`config.mk`:
```
export PLATFORM = sky130hd
export DESIGN_NAME = depth_pixel_backprojection_unit
export DESIGN_NICKNAME = d
export VERILOG_FILES = /design/src/rtl/core/dpbu_pkg.sv /design/src/rtl/core/dpbu_cfg.sv /design/src/rtl/core/dpbu_ctrl.sv /design/src/rtl/core/dpbu_dp.sv /design/src/rtl/core/depth_pixel_backprojection_unit.sv
export SDC_FILE = /design/constraint.sdc
export NUM_CORES = 2
export LEC_CHECK = 0
export BUFFER_PORTS_ARGS = -buffer_cell sky130_fd_sc_hd__buf_4
export CORE_MARGIN = 2
export CORE_UTILIZATION = 55
export DETAILED_ROUTE_END_ITERATION = 6
export PLACE_DENSITY = 0.72
export SLEW_MARGIN = 20
export SYNTH_ARGS = -nofsm -noshare
export SYNTH_HDL_FRONTEND = slang
export SYNTH_SLANG_ARGS = --single-unit
```
`constraint.sdc`:
```
create_clock -name clk -period 16.35 [get_ports clk]
set_clock_uncertainty 0.15 [all_clocks]
set_input_delay 2.4525 -clock clk [delete_from_list [all_inputs] [get_ports clk]]
set_output_delay 2.4525 -clock clk [all_outputs]
set_load 0.02 [all_outputs]
```
`src/rtl/core/dpbu_pkg.sv`:
```
package dpbu_pkg;

  localparam int SUBSAMPLE_STEP = 2;

  localparam int POS_W      = 12;
  localparam int SIZE_W     = 13;
  localparam int CENTER_W   = 16;
  localparam int INV_W      = 24;
  localparam int DEPTH_W    = 16;
  localparam int COLOR_W    = 8;
  localparam int COORD_W    = 32;
  localparam int MAG_W      = 16;
  localparam int CFG_IDX_W  = 3;
  localparam int CFG_DATA_W = 24;

  localparam int IN_TDATA_W  = 40;
  localparam int OUT_TDATA_W = 120;

  // shared multiplier: 32 x 24
  localparam int MUL_A_W = 32;
  localparam int MUL_B_W = 24;
  localparam int MUL_P_W = MUL_A_W + MUL_B_W;
  localparam int PART_W  = 48;
  localparam int SUM_W   = PART_W + INV_W;
  localparam int MAGN_W  = SUM_W - 28;

  localparam logic [SIZE_W-1:0]   RST_IMAGE_WIDTH     = 13'd640;
  localparam logic [SIZE_W-1:0]   RST_IMAGE_HEIGHT    = 13'd480;
  localparam logic [CENTER_W-1:0] RST_CENTER_X        = 16'd5208;
  localparam logic [CENTER_W-1:0] RST_CENTER_Y        = 16'd4056;
  localparam logic [INV_W-1:0]    RST_INV_FOCAL_X     = 24'd32388;
  localparam logic [INV_W-1:0]    RST_INV_FOCAL_Y     = 24'd32388;
  localparam logic [INV_W-1:0]    RST_INV_DEPTH_SCALE = 24'd16777;

  typedef enum logic [CFG_IDX_W-1:0] {
    REG_IMAGE_WIDTH     = 3'd0,
    REG_IMAGE_HEIGHT    = 3'd1,
    REG_CENTER_X        = 3'd2,
    REG_CENTER_Y        = 3'd3,
    REG_INV_FOCAL_X     = 3'd4,
    REG_INV_FOCAL_Y     = 3'd5,
    REG_INV_DEPTH_SCALE = 3'd6
  } reg_idx_t;

  typedef struct packed {
    logic [SIZE_W-1:0]   image_width;
    logic [SIZE_W-1:0]   image_height;
    logic [CENTER_W-1:0] center_x;
    logic [CENTER_W-1:0] center_y;
    logic [INV_W-1:0]    inv_focal_x;
    logic [INV_W-1:0]    inv_focal_y;
    logic [INV_W-1:0]    inv_depth_scale;
  } cfg_t;

  typedef enum logic [2:0] {
    MUL_Z  = 3'd0,
    MUL_PX = 3'd1,
    MUL_XH = 3'd2,
    MUL_XL = 3'd3,
    MUL_PY = 3'd4,
    MUL_YH = 3'd5,
    MUL_YL = 3'd6
  } mul_sel_t;

  typedef struct packed {
    logic     accept;
    logic     mul_en;
    mul_sel_t mul_sel;
    logic     cap_z;
    logic     cap_p;
    logic     cap_acc;
    logic     cap_x;
    logic     cap_y;
    logic     load_out;
  } cmd_t;

  typedef struct packed {
    logic keep;
  } sts_t;

  // apply sign to a truncated magnitude and clamp to signed 32 bits
  function automatic logic [COORD_W-1:0] coord_sat(input logic [MAGN_W-1:0] r,
                                                   input logic neg);
    logic [COORD_W-1:0] res;
    if (neg) begin
      if (r > MAGN_W'(64'h8000_0000)) res = 32'h8000_0000;
      else res = 32'd0 - r[COORD_W-1:0];
    end else begin
      if (r > MAGN_W'(64'h7FFF_FFFF)) res = 32'h7FFF_FFFF;
      else res = r[COORD_W-1:0];
    end
    return res;
  endfunction

endpackage

```
`src/rtl/core/dpbu_cfg.sv`:
```
module dpbu_cfg
  import dpbu_pkg::*;
(
  input  logic                  clk,
  input  logic                  rst,
  input  logic                  cfg_we,
  input  logic [CFG_IDX_W-1:0]  cfg_index,
  input  logic [CFG_DATA_W-1:0] cfg_data,
  output cfg_t                  cfg
);

  always_ff @(posedge clk) begin
    if (rst) begin
      cfg.image_width     <= RST_IMAGE_WIDTH;
      cfg.image_height    <= RST_IMAGE_HEIGHT;
      cfg.center_x        <= RST_CENTER_X;
      cfg.center_y        <= RST_CENTER_Y;
      cfg.inv_focal_x     <= RST_INV_FOCAL_X;
      cfg.inv_focal_y     <= RST_INV_FOCAL_Y;
      cfg.inv_depth_scale <= RST_INV_DEPTH_SCALE;
    end else if (cfg_we) begin
      case (reg_idx_t'(cfg_index))
        REG_IMAGE_WIDTH:     cfg.image_width     <= cfg_data[SIZE_W-1:0];
        REG_IMAGE_HEIGHT:    cfg.image_height    <= cfg_data[SIZE_W-1:0];
        REG_CENTER_X:        cfg.center_x        <= cfg_data[CENTER_W-1:0];
        REG_CENTER_Y:        cfg.center_y        <= cfg_data[CENTER_W-1:0];
        REG_INV_FOCAL_X:     cfg.inv_focal_x     <= cfg_data[INV_W-1:0];
        REG_INV_FOCAL_Y:     cfg.inv_focal_y     <= cfg_data[INV_W-1:0];
        REG_INV_DEPTH_SCALE: cfg.inv_depth_scale <= cfg_data[INV_W-1:0];
        default: ;
      endcase
    end
  end

endmodule

```
`src/rtl/core/dpbu_ctrl.sv`:
```
module dpbu_ctrl
  import dpbu_pkg::*;
(
  input  logic clk,
  input  logic rst,
  input  logic in_valid,
  output logic in_ready,
  input  logic out_ready,
  output logic out_valid,
  input  sts_t sts,
  output cmd_t cmd
);

  typedef enum logic [9:0] {
    S_IDLE = 10'b0000000001,
    S_MZ   = 10'b0000000010,
    S_MPX  = 10'b0000000100,
    S_MXH  = 10'b0000001000,
    S_MXL  = 10'b0000010000,
    S_MPY  = 10'b0000100000,
    S_MYH  = 10'b0001000000,
    S_MYL  = 10'b0010000000,
    S_YFIN = 10'b0100000000,
    S_OUT  = 10'b1000000000
  } state_t;

  state_t state, state_next;
  logic   accept;
  logic   load_out;

  assign in_ready = (state == S_IDLE);
  assign accept   = in_valid && in_ready;
  assign load_out = (state == S_OUT) && (!out_valid || out_ready);

  always_comb begin
    state_next   = state;
    cmd          = '0;
    cmd.accept   = accept;
    cmd.load_out = load_out;
    cmd.mul_sel  = MUL_Z;
    case (state)
      S_IDLE: begin
        if (accept && sts.keep) state_next = S_MZ;
      end
      S_MZ: begin
        cmd.mul_en = 1'b1;
        state_next = S_MPX;
      end
      S_MPX: begin
        cmd.mul_en  = 1'b1;
        cmd.mul_sel = MUL_PX;
        cmd.cap_z   = 1'b1;
        state_next  = S_MXH;
      end
      S_MXH: begin
        cmd.mul_en  = 1'b1;
        cmd.mul_sel = MUL_XH;
        cmd.cap_p   = 1'b1;
        state_next  = S_MXL;
      end
      S_MXL: begin
        cmd.mul_en  = 1'b1;
        cmd.mul_sel = MUL_XL;
        cmd.cap_acc = 1'b1;
        state_next  = S_MPY;
      end
      S_MPY: begin
        cmd.mul_en  = 1'b1;
        cmd.mul_sel = MUL_PY;
        cmd.cap_x   = 1'b1;
        state_next  = S_MYH;
      end
      S_MYH: begin
        cmd.mul_en  = 1'b1;
        cmd.mul_sel = MUL_YH;
        cmd.cap_p   = 1'b1;
        state_next  = S_MYL;
      end
      S_MYL: begin
        cmd.mul_en  = 1'b1;
        cmd.mul_sel = MUL_YL;
        cmd.cap_acc = 1'b1;
        state_next  = S_YFIN;
      end
      S_YFIN: begin
        cmd.cap_y  = 1'b1;
        state_next = S_OUT;
      end
      S_OUT: begin
        if (load_out) state_next = S_IDLE;
      end
      default: state_next = S_IDLE;
    endcase
  end

  always_ff @(posedge clk) begin
    if (rst) begin
      state     <= S_IDLE;
      out_valid <= 1'b0;
    end else begin
      state <= state_next;
      if (load_out) out_valid <= 1'b1;
      else if (out_ready) out_valid <= 1'b0;
    end
  end

endmodule

```
`src/rtl/core/dpbu_dp.sv`:
```
module dpbu_dp
  import dpbu_pkg::*;
(
  input  logic                   clk,
  input  logic                   rst,
  input  cfg_t                   cfg,
  input  cmd_t                   cmd,
  output sts_t                   sts,
  input  logic [IN_TDATA_W-1:0]  in_data,
  output logic [OUT_TDATA_W-1:0] out_data
);

  logic [POS_W-1:0]    col, row;
  logic [DEPTH_W-1:0]  depth_q;
  logic [COLOR_W-1:0]  blue_q, green_q, red_q;
  logic [MAG_W-1:0]    magx, magy;
  logic                negx, negy;
  logic [MUL_P_W-1:0]  prod;
  logic [COORD_W-1:0]  z;
  logic [PART_W-1:0]   p;
  logic [PART_W-1:0]   acc;
  logic [COORD_W-1:0]  x_q, y_q;

  logic [DEPTH_W-1:0]  in_depth;
  logic [MAG_W:0]      dx, dy, dxn, dyn;
  logic [MUL_A_W-1:0]  mul_a;
  logic [MUL_B_W-1:0]  mul_b;
  logic [SUM_W-1:0]    sum;
  logic [MAGN_W-1:0]   sum_r;
  logic                col_wrap, row_wrap;

  assign in_depth = in_data[DEPTH_W-1:0];

  assign sts.keep = ((col % SUBSAMPLE_STEP) == 0) && ((row % SUBSAMPLE_STEP) == 0)
                    && (in_depth != '0);

  // pixel offset from the principal point, 4 fraction bits
  assign dx  = {1'b0, col, 4'b0} - {1'b0, cfg.center_x};
  assign dy  = {1'b0, row, 4'b0} - {1'b0, cfg.center_y};
  assign dxn = (MAG_W+1)'(0) - dx;
  assign dyn = (MAG_W+1)'(0) - dy;

  assign col_wrap = (({1'b0, col} + SIZE_W'(1)) >= cfg.image_width) || (&col);
  assign row_wrap = (({1'b0, row} + SIZE_W'(1)) >= cfg.image_height) || (&row);

  always_ff @(posedge clk) begin
    if (rst) begin
      col <= '0;
      row <= '0;
    end else if (cmd.accept) begin
      if (col_wrap) begin
        col <= '0;
        row <= row_wrap ? '0 : row + POS_W'(1);
      end else begin
        col <= col + POS_W'(1);
      end
    end
  end

  always_ff @(posedge clk) begin
    if (cmd.accept) begin
      depth_q <= in_depth;
      blue_q  <= in_data[DEPTH_W +: COLOR_W];
      green_q <= in_data[DEPTH_W+COLOR_W +: COLOR_W];
      red_q   <= in_data[DEPTH_W+2*COLOR_W +: COLOR_W];
      negx    <= dx[MAG_W];
      negy    <= dy[MAG_W];
      magx    <= dx[MAG_W] ? dxn[MAG_W-1:0] : dx[MAG_W-1:0];
      magy    <= dy[MAG_W] ? dyn[MAG_W-1:0] : dy[MAG_W-1:0];
    end
  end

  // operand select for the shared multiplier; the 48-bit partial product
  // times the inverse is split into high and low 24-bit halves
  always_comb begin
    case (cmd.mul_sel)
      MUL_Z: begin
        mul_a = {16'b0, depth_q};
        mul_b = cfg.inv_depth_scale;
      end
      MUL_PX: begin
        mul_a = prod[39:8];
        mul_b = {8'b0, magx};
      end
      MUL_XH: begin
        mul_a = {8'b0, prod[47:24]};
        mul_b = cfg.inv_focal_x;
      end
      MUL_XL: begin
        mul_a = {8'b0, p[23:0]};
        mul_b = cfg.inv_focal_x;
      end
      MUL_PY: begin
        mul_a = z;
        mul_b = {8'b0, magy};
      end
      MUL_YH: begin
        mul_a = {8'b0, prod[47:24]};
        mul_b = cfg.inv_focal_y;
      end
      MUL_YL: begin
        mul_a = {8'b0, p[23:0]};
        mul_b = cfg.inv_focal_y;
      end
      default: begin
        mul_a = '0;
        mul_b = '0;
      end
    endcase
  end

  assign sum   = {acc, 24'b0} + {24'b0, prod[PART_W-1:0]};
  assign sum_r = sum[SUM_W-1:28];

  always_ff @(posedge clk) begin
    if (cmd.mul_en) prod <= MUL_P_W'(mul_a) * MUL_P_W'(mul_b);
    if (cmd.cap_z)   z   <= prod[39:8];
    if (cmd.cap_p)   p   <= prod[PART_W-1:0];
    if (cmd.cap_acc) acc <= prod[PART_W-1:0];
    if (cmd.cap_x)   x_q <= coord_sat(sum_r, negx);
    if (cmd.cap_y)   y_q <= coord_sat(sum_r, negy);
    if (cmd.load_out) out_data <= {red_q, green_q, blue_q, z, y_q, x_q};
  end

endmodule

```
`src/rtl/core/depth_pixel_backprojection_unit.sv`:
```
// channel  | group   | tdata fields, lowest bits first
// ---------+---------+--------------------------------------------------------
// pixels   | s_axis  | depth_sample[15:0] blue[23:16] green[31:24] red[39:32]
// points   | m_axis  | point_x point_y point_z (32 each) out_blue out_green out_red
// config   | cfg_*   | write enable, register index, data
//
// a pixel off the subsample grid or with zero depth is dropped with the unit
// staying ready; a kept pixel reaches the output register after the seven passes
// through the single 32x24 multiplier (z, then |d|*z and two halves for x and y)
// reset restores the register defaults and clears column and row to zero
// a waiting result sits in the output register while the next pixel is taken;
// only a second kept pixel stalls, in its last step, until the first is taken
module depth_pixel_backprojection_unit
  import dpbu_pkg::*;
(
  input  logic                   clk,
  input  logic                   rst,
  input  logic                   s_axis_tvalid,
  output logic                   s_axis_tready,
  input  logic [IN_TDATA_W-1:0]  s_axis_tdata,   // depth_sample, blue, green, red
  output logic                   m_axis_tvalid,
  input  logic                   m_axis_tready,
  output logic [OUT_TDATA_W-1:0] m_axis_tdata,   // point_x, point_y, point_z,
                                                 // out_blue, out_green, out_red
  input  logic                   cfg_we,
  input  logic [CFG_IDX_W-1:0]   cfg_index,
  input  logic [CFG_DATA_W-1:0]  cfg_data
);

  cfg_t cfg;
  cmd_t cmd;
  sts_t sts;

  dpbu_cfg u_cfg (
    .clk       (clk),
    .rst       (rst),
    .cfg_we    (cfg_we),
    .cfg_index (cfg_index),
    .cfg_data  (cfg_data),
    .cfg       (cfg)
  );

  dpbu_ctrl u_ctrl (
    .clk       (clk),
    .rst       (rst),
    .in_valid  (s_axis_tvalid),
    .in_ready  (s_axis_tready),
    .out_ready (m_axis_tready),
    .out_valid (m_axis_tvalid),
    .sts       (sts),
    .cmd       (cmd)
  );

  dpbu_dp u_dp (
    .clk      (clk),
    .rst      (rst),
    .cfg      (cfg),
    .cmd      (cmd),
    .sts      (sts),
    .in_data  (s_axis_tdata),
    .out_data (m_axis_tdata)
  );

endmodule

```
Yosys cells after proc, flatten, opt, wreduce, memory -nomap -nowiden
Index checks and enable logic that the tools add are counted.

word-level totals
  bits in latches = 0
  register bits after elaboration = 575
  memory bits (writable) = 0
  memories kept = 0
  output and inout bits = 122
  memory bits (read-only) = 0
  input bits = 72

cells by class
  add/subtract/negate cells = 10
  equality and inequality tests = 24
  order comparisons = 4
  divide/modulo/power cells = 0
  bitwise logic cells = 0
  $mul = 1
  muxes and demuxes = 22
  shift operators = 0
  reductions and logical operators = 33

operator list
  kind                     count
  $pmux W32 S5             1
  $mux W32                 4
  $pmux W24 S5             1
  $pmux W10 S10            1
  $add A72 B48 Y72         1
  $logic_not A32 Y1        2
  $mul A32 B24 Y48         1
  $gt A44 B31 Y1 const B   1
  $gt A44 B32 Y1 const B   1
  $sub A16 B16 Y17         2
  $mux W16                 2
  $sub A1 B16 Y16 const A  2
  $sub A1 B32 Y32 const A  1
  $add A12 B1 Y13 const B  2
  $ge A13 B13 Y1           2
  $add A12 B1 Y12 const B  2
  $mux W12                 2
  $reduce_and A12 Y1       2
  $mux W10                 2
  $eq A3 B3 Y1 const B     6
  $pmux W3 S6              1
  $reduce_and A2 Y1        9
  $reduce_bool A16 Y1      1
  $eq A3 B2 Y1 const B     4
  21 further kinds         41

Longest topological paths before layout
  depth in word-level cells = 6
  mapped depth = 36
  mapped depth without buffers = 32

By module
A second synthesis with hierarchy kept.

second synthesis, totals
  cell total of the unflattened synthesis = 5,049
  area total of the unflattened synthesis = 49,874.1 µm²

modules (own cells, without submodules)
  module     times used  cells each  area an instance (µm²)
  dpbu_dp    1           4,490       44,069.8
  dpbu_cfg   1           477         5,137.4
  dpbu_ctrl  1           82          666.9

Worst setup path after synthesis
Ideal clock, no wire load.

  kind = register to register
  from = register u_ctrl.state[9]
  to = register u_dp.prod[47] (data pin)
  stages on the path, launching flop included = 33
  setup time = 0.260 ns
  period minus slack after synthesis = 10.589 ns
  arrival = 10.179 ns
  path slack = 5.761 ns
  path through = dfxtp_1 -> nor4_1 -> nand2_1 -> nor4_1 -> clkbuf_1 -> a22oi_1 -> nand3_1 -> clkbuf_1 -> nand2_1 -> fa_1 -> inv_1 -> fa_1 -> inv_1 -> fa_1 -> inv_1 -> fa_1 -> fa_1 -> fa_1 -> inv_1 -> fa_1 -> inv_1 -> ha_1 -> a21oi_1 -> o21ai_0 -> a2111oi_0 -> o32ai_1 -> a21oi_1 -> o21ai_0 -> a31oi_1 -> nor3_1 -> or3_1 -> a21oi_1 -> xnor2_1

between the ends
  cells in the longest elaborated chain, start to end = 6
  elaborated cells on any way between the ends = 21

ends and longest elaborated chain
  what                                          line              text
  from (decl)                                   dpbu_ctrl.sv:27   state_t state, state_next;
  from (signal assigned)                        dpbu_ctrl.sv:101  state <= state_next;
  $eq A10 B8 Y1 (tied with other cells)         dpbu_ctrl.sv:41   case (state)
  $pmux W3 S6 *                                 dpbu_ctrl.sv:41
  $eq A3 B2 Y1 or $eq A3 B3 Y1 (tied branches)  dpbu_dp.sv:76     case (cmd.mul_sel)
  $reduce_or A2 Y1 (no line)                    n/a
  $pmux W32 S5 or $pmux W24 S5 (tied branches)  dpbu_dp.sv:76
  $mul A32 B24 Y48 *                            dpbu_dp.sv:116    if (cmd.mul_en) prod <= MUL_P_W'(mul_a) * MUL_P_W'(mul_b);
  to (signal assigned)                          dpbu_dp.sv:116
  to (decl)                                     dpbu_dp.sv:18     logic [MUL_P_W-1:0] prod;

Every way passes the cells marked *; elsewhere a longest branch is shown, timed or not.
A chain may end at the register's enable or synchronous reset.

Final worst setup path
  from = register u_ctrl.state[3]
  to = register u_dp.prod[46] (data pin)

Same word-level chain as after synthesis.

==> results.cfg <==
[clock_tree]
path_clk_slew_ps = 70
h-tree-depth = 2
post_cts_buffers = 0
tritoncts = yes
hold_buffers = 0
cts_sinks = 575
clockBufferDepth = 3
ctsResizeCount = 0
cts_buffers = 55
clock_latency_ps = 630
ctsRootBufferMaster = clkbuf_16

[logic_synthesis]
seq_area_frac_synth_pct = 32.1
synth_warnings = 0
async_reset_ff_share_pct = 0
synthesis.instances = 5118
yosysTopAreaCell = fa_1
synth-seq-cells = 575
synth.cell_area_um2 = 48700
avgSynthCellArea_um2 = 9.52
synth_area_leaders = fa_1, edfxtp_1, inv_1, dfxtp_1, nand2_1
synth_flop_cell = edfxtp_1
synth_cell_types = 90
synth_top_area_share_pct = 26.0
synth_edf_count = 410

[worst_hold_path]
min_to = u_dp.out_data[1]
min_path_cells = 0
hold_path.class = flop to flop
min_from = u_dp.x_q[1]

[run_status]
status = finished with violations
violations = design-rule violations

[sta]
tightest_slew_ps = 1090
slew_headroom_pct = 27.4
hold_viol_final = 0
setup_violations = 0
final.setup.tns_ps = 0
max_freq_mhz = 87.1
min_period_ps = 11480
slew_violations = 0
hold_ws_ps = 265
rsz0062_at_grt = false
fin_crit_sh_pct = 70.2

[worst_setup_path]
slowest_stage = nand3_1
crit_top_cell = fa_1
crit_type = flop to flop
critPathMaxStageDelay_ps = 780
cpLargestDelayFamily = adder cells
endpoint_kind = flop
cp.arrival_ps = 11690
rrSetupSlack_ps = 4870
start_kind = flop
r2r_start = u_ctrl.state[3]
cp.required_ps = 16560
worstPathMaxFanout = 54
timing.critical_path.buf_inv = 7
reg2reg_depth = 30
rr_endpoint = u_dp.prod[46]

[final_layout]
area_growth_pct = 9.64
nets = 6176
fill_cells = 7541
stdcell_count = 6466
final_core_util_pct = 60.6
mostFrequentLayoutCells = inv_1, nand2_1, fa_1, edfxtp_1, nor2_1
layout_commonest_cell = inv_1
drive_gt1_share_pct = 7.98

[place]
dp_cells = 6362
io_buffers = 193
hpwlAfterDp_um = 110000
gp_congestion = 1.02

[drt]
num_vias = 37594
routed_wl_um = 146000
drc = 4
drtIter0Drc = 4030
firstDrtPassIters = 7
ant_nets = 0
wl_per_cell_um = 22.6
avgViaCountPerCell = 5.81

[floorplanning]
die-height_um = 302
row_count = 109
dieArea_um2 = 90900
start_util_pct = 55.3
fp.coreArea_um2 = 88100
die_w_um = 302
ios = 194

[global_routing]
grt_pass1_vias = 37566
grt-ovfl-total = 0
grt_pass1_wl_um = 222000
antenna_found_initial = 6
grt_max_degree = 74
grt.total_usage_pct = 32.5

[flow_run]
cap_violations = 0

[power]
peakVddDrop_mv = 0.166
power.density_nw_per_um2 = 97.1
p_leak_nw = 23.6
[cell type report]
type | count | area, um^2 | area share (%)
clock inverters | 26 | 233 | 0.436
inverters | 899 | 3380 | 6.32
multi-input cells | 3443 | 29000 | 54.3
clock buffers | 76 | 1600 | 2.99
repair buffers | 280 | 2100 | 3.94
well taps | 1165 | 1460 | 2.73
diodes | 2 | 5.00 | 0.00937
flip-flops and latches | 575 | 15600 | 29.2
[kinds of logic (layout without fill, tap and decap cells)]
kind of cell	count (synthesis)	after routing	synth area share [%]
DFF	575	575	32.1
buffers and inverters	1126	1281	8.76
muxes	11	11	0.234
xor gates and xnor gates	157	157	2.82
adders and majority gates	850	850	31.6
and+or+nand+nor	1689	1689	15.0
AOI/OAI and AO/OA	708	708	9.51
other	2	30	0.0154
[worst max path at each step]
stage | start | to | slack (ps) | cells past startpoint
finish | u_ctrl.state[3] | u_dp.prod[46] | 4870 | 30
global route | u_ctrl.state[4] | u_dp.prod[47] | 4260 | 31
CTS | u_ctrl.state[3] | u_dp.prod[46] | 5040 | 30
floorplan | u_ctrl.state[9] | u_dp.prod[47] | 5760 | 32
global placement | u_ctrl.state[3] | u_dp.prod[47] | 5310 | 31
detailed placement | u_ctrl.state[3] | u_dp.prod[46] | 5100 | 31
[state kept, by name, summed over array words and instances, names as in the netlist]
| register | flops |
|---|---|
| u_dp.blue_q | 8 |
| u_cfg.cfg | 130 |
| u_dp.green_q | 8 |
| u_dp.x_q | 32 |
| u_dp.y_q | 32 |
| u_dp.negx | 1 |
| u_ctrl.out_valid | 1 |
| u_dp.prod | 48 |
| u_dp.row | 12 |
| u_dp.p | 24 |
| u_dp.acc | 48 |
| u_dp.magx | 16 |
| u_dp.depth_q | 16 |
| u_dp.red_q | 8 |
| u_dp.negy | 1 |
| u_dp.z | 32 |
| u_ctrl.state | 10 |
| u_dp.col | 12 |
| u_dp.magy | 16 |
| u_dp.out_data | 120 |
[per-layer routing]
metal	vias to the layer above	wire (um)	track usage, %
li1	16722	-	-
met1	18538	55600	42.9
met2	1927	66800	51.7
met3	403	16400	7.64
met4	4	7530	14.0
met5	-	27	0
[power by group]
group	total, mW	switching (mW)	leakage [nW]	internal (mW)
sequential	1.73	0.0405	4.92	1.69
combinational	2.15	1.32	17.8	0.823
clock	1.31	0.585	0.882	0.721
[Yosys cell counts, types with 25 or more instances]
master and instances:
inv_1 899, nand2_1 872, fa_1 632, edfxtp_1 410
nor2_1 409, a21oi_1 270, ha_1 218, clkbuf_1 206
dfxtp_1 165, nand3_1 101, xnor2_1 93, o21ai_0 86
xor2_1 64, and2_1 52, a21o_1 50, and3_1 50
nor3_1 47, a22oi_1 32, o22ai_1 31, a222oi_1 25
nand4_1 25
[per-stage QoR]
stage	total power, mW	setup slack (ps)	instance area (um^2)
6_report	5.18	4870	53400
5_1_grt	5.51	4260	53400
4_1_cts	5.20	5040	53400
3_5_place_dp	3.88	5100	51600
3_3_place_gp	3.87	5310	51600
2_1_floorplan	3.29	5760	48800
(Power assumes the default switching activity.)
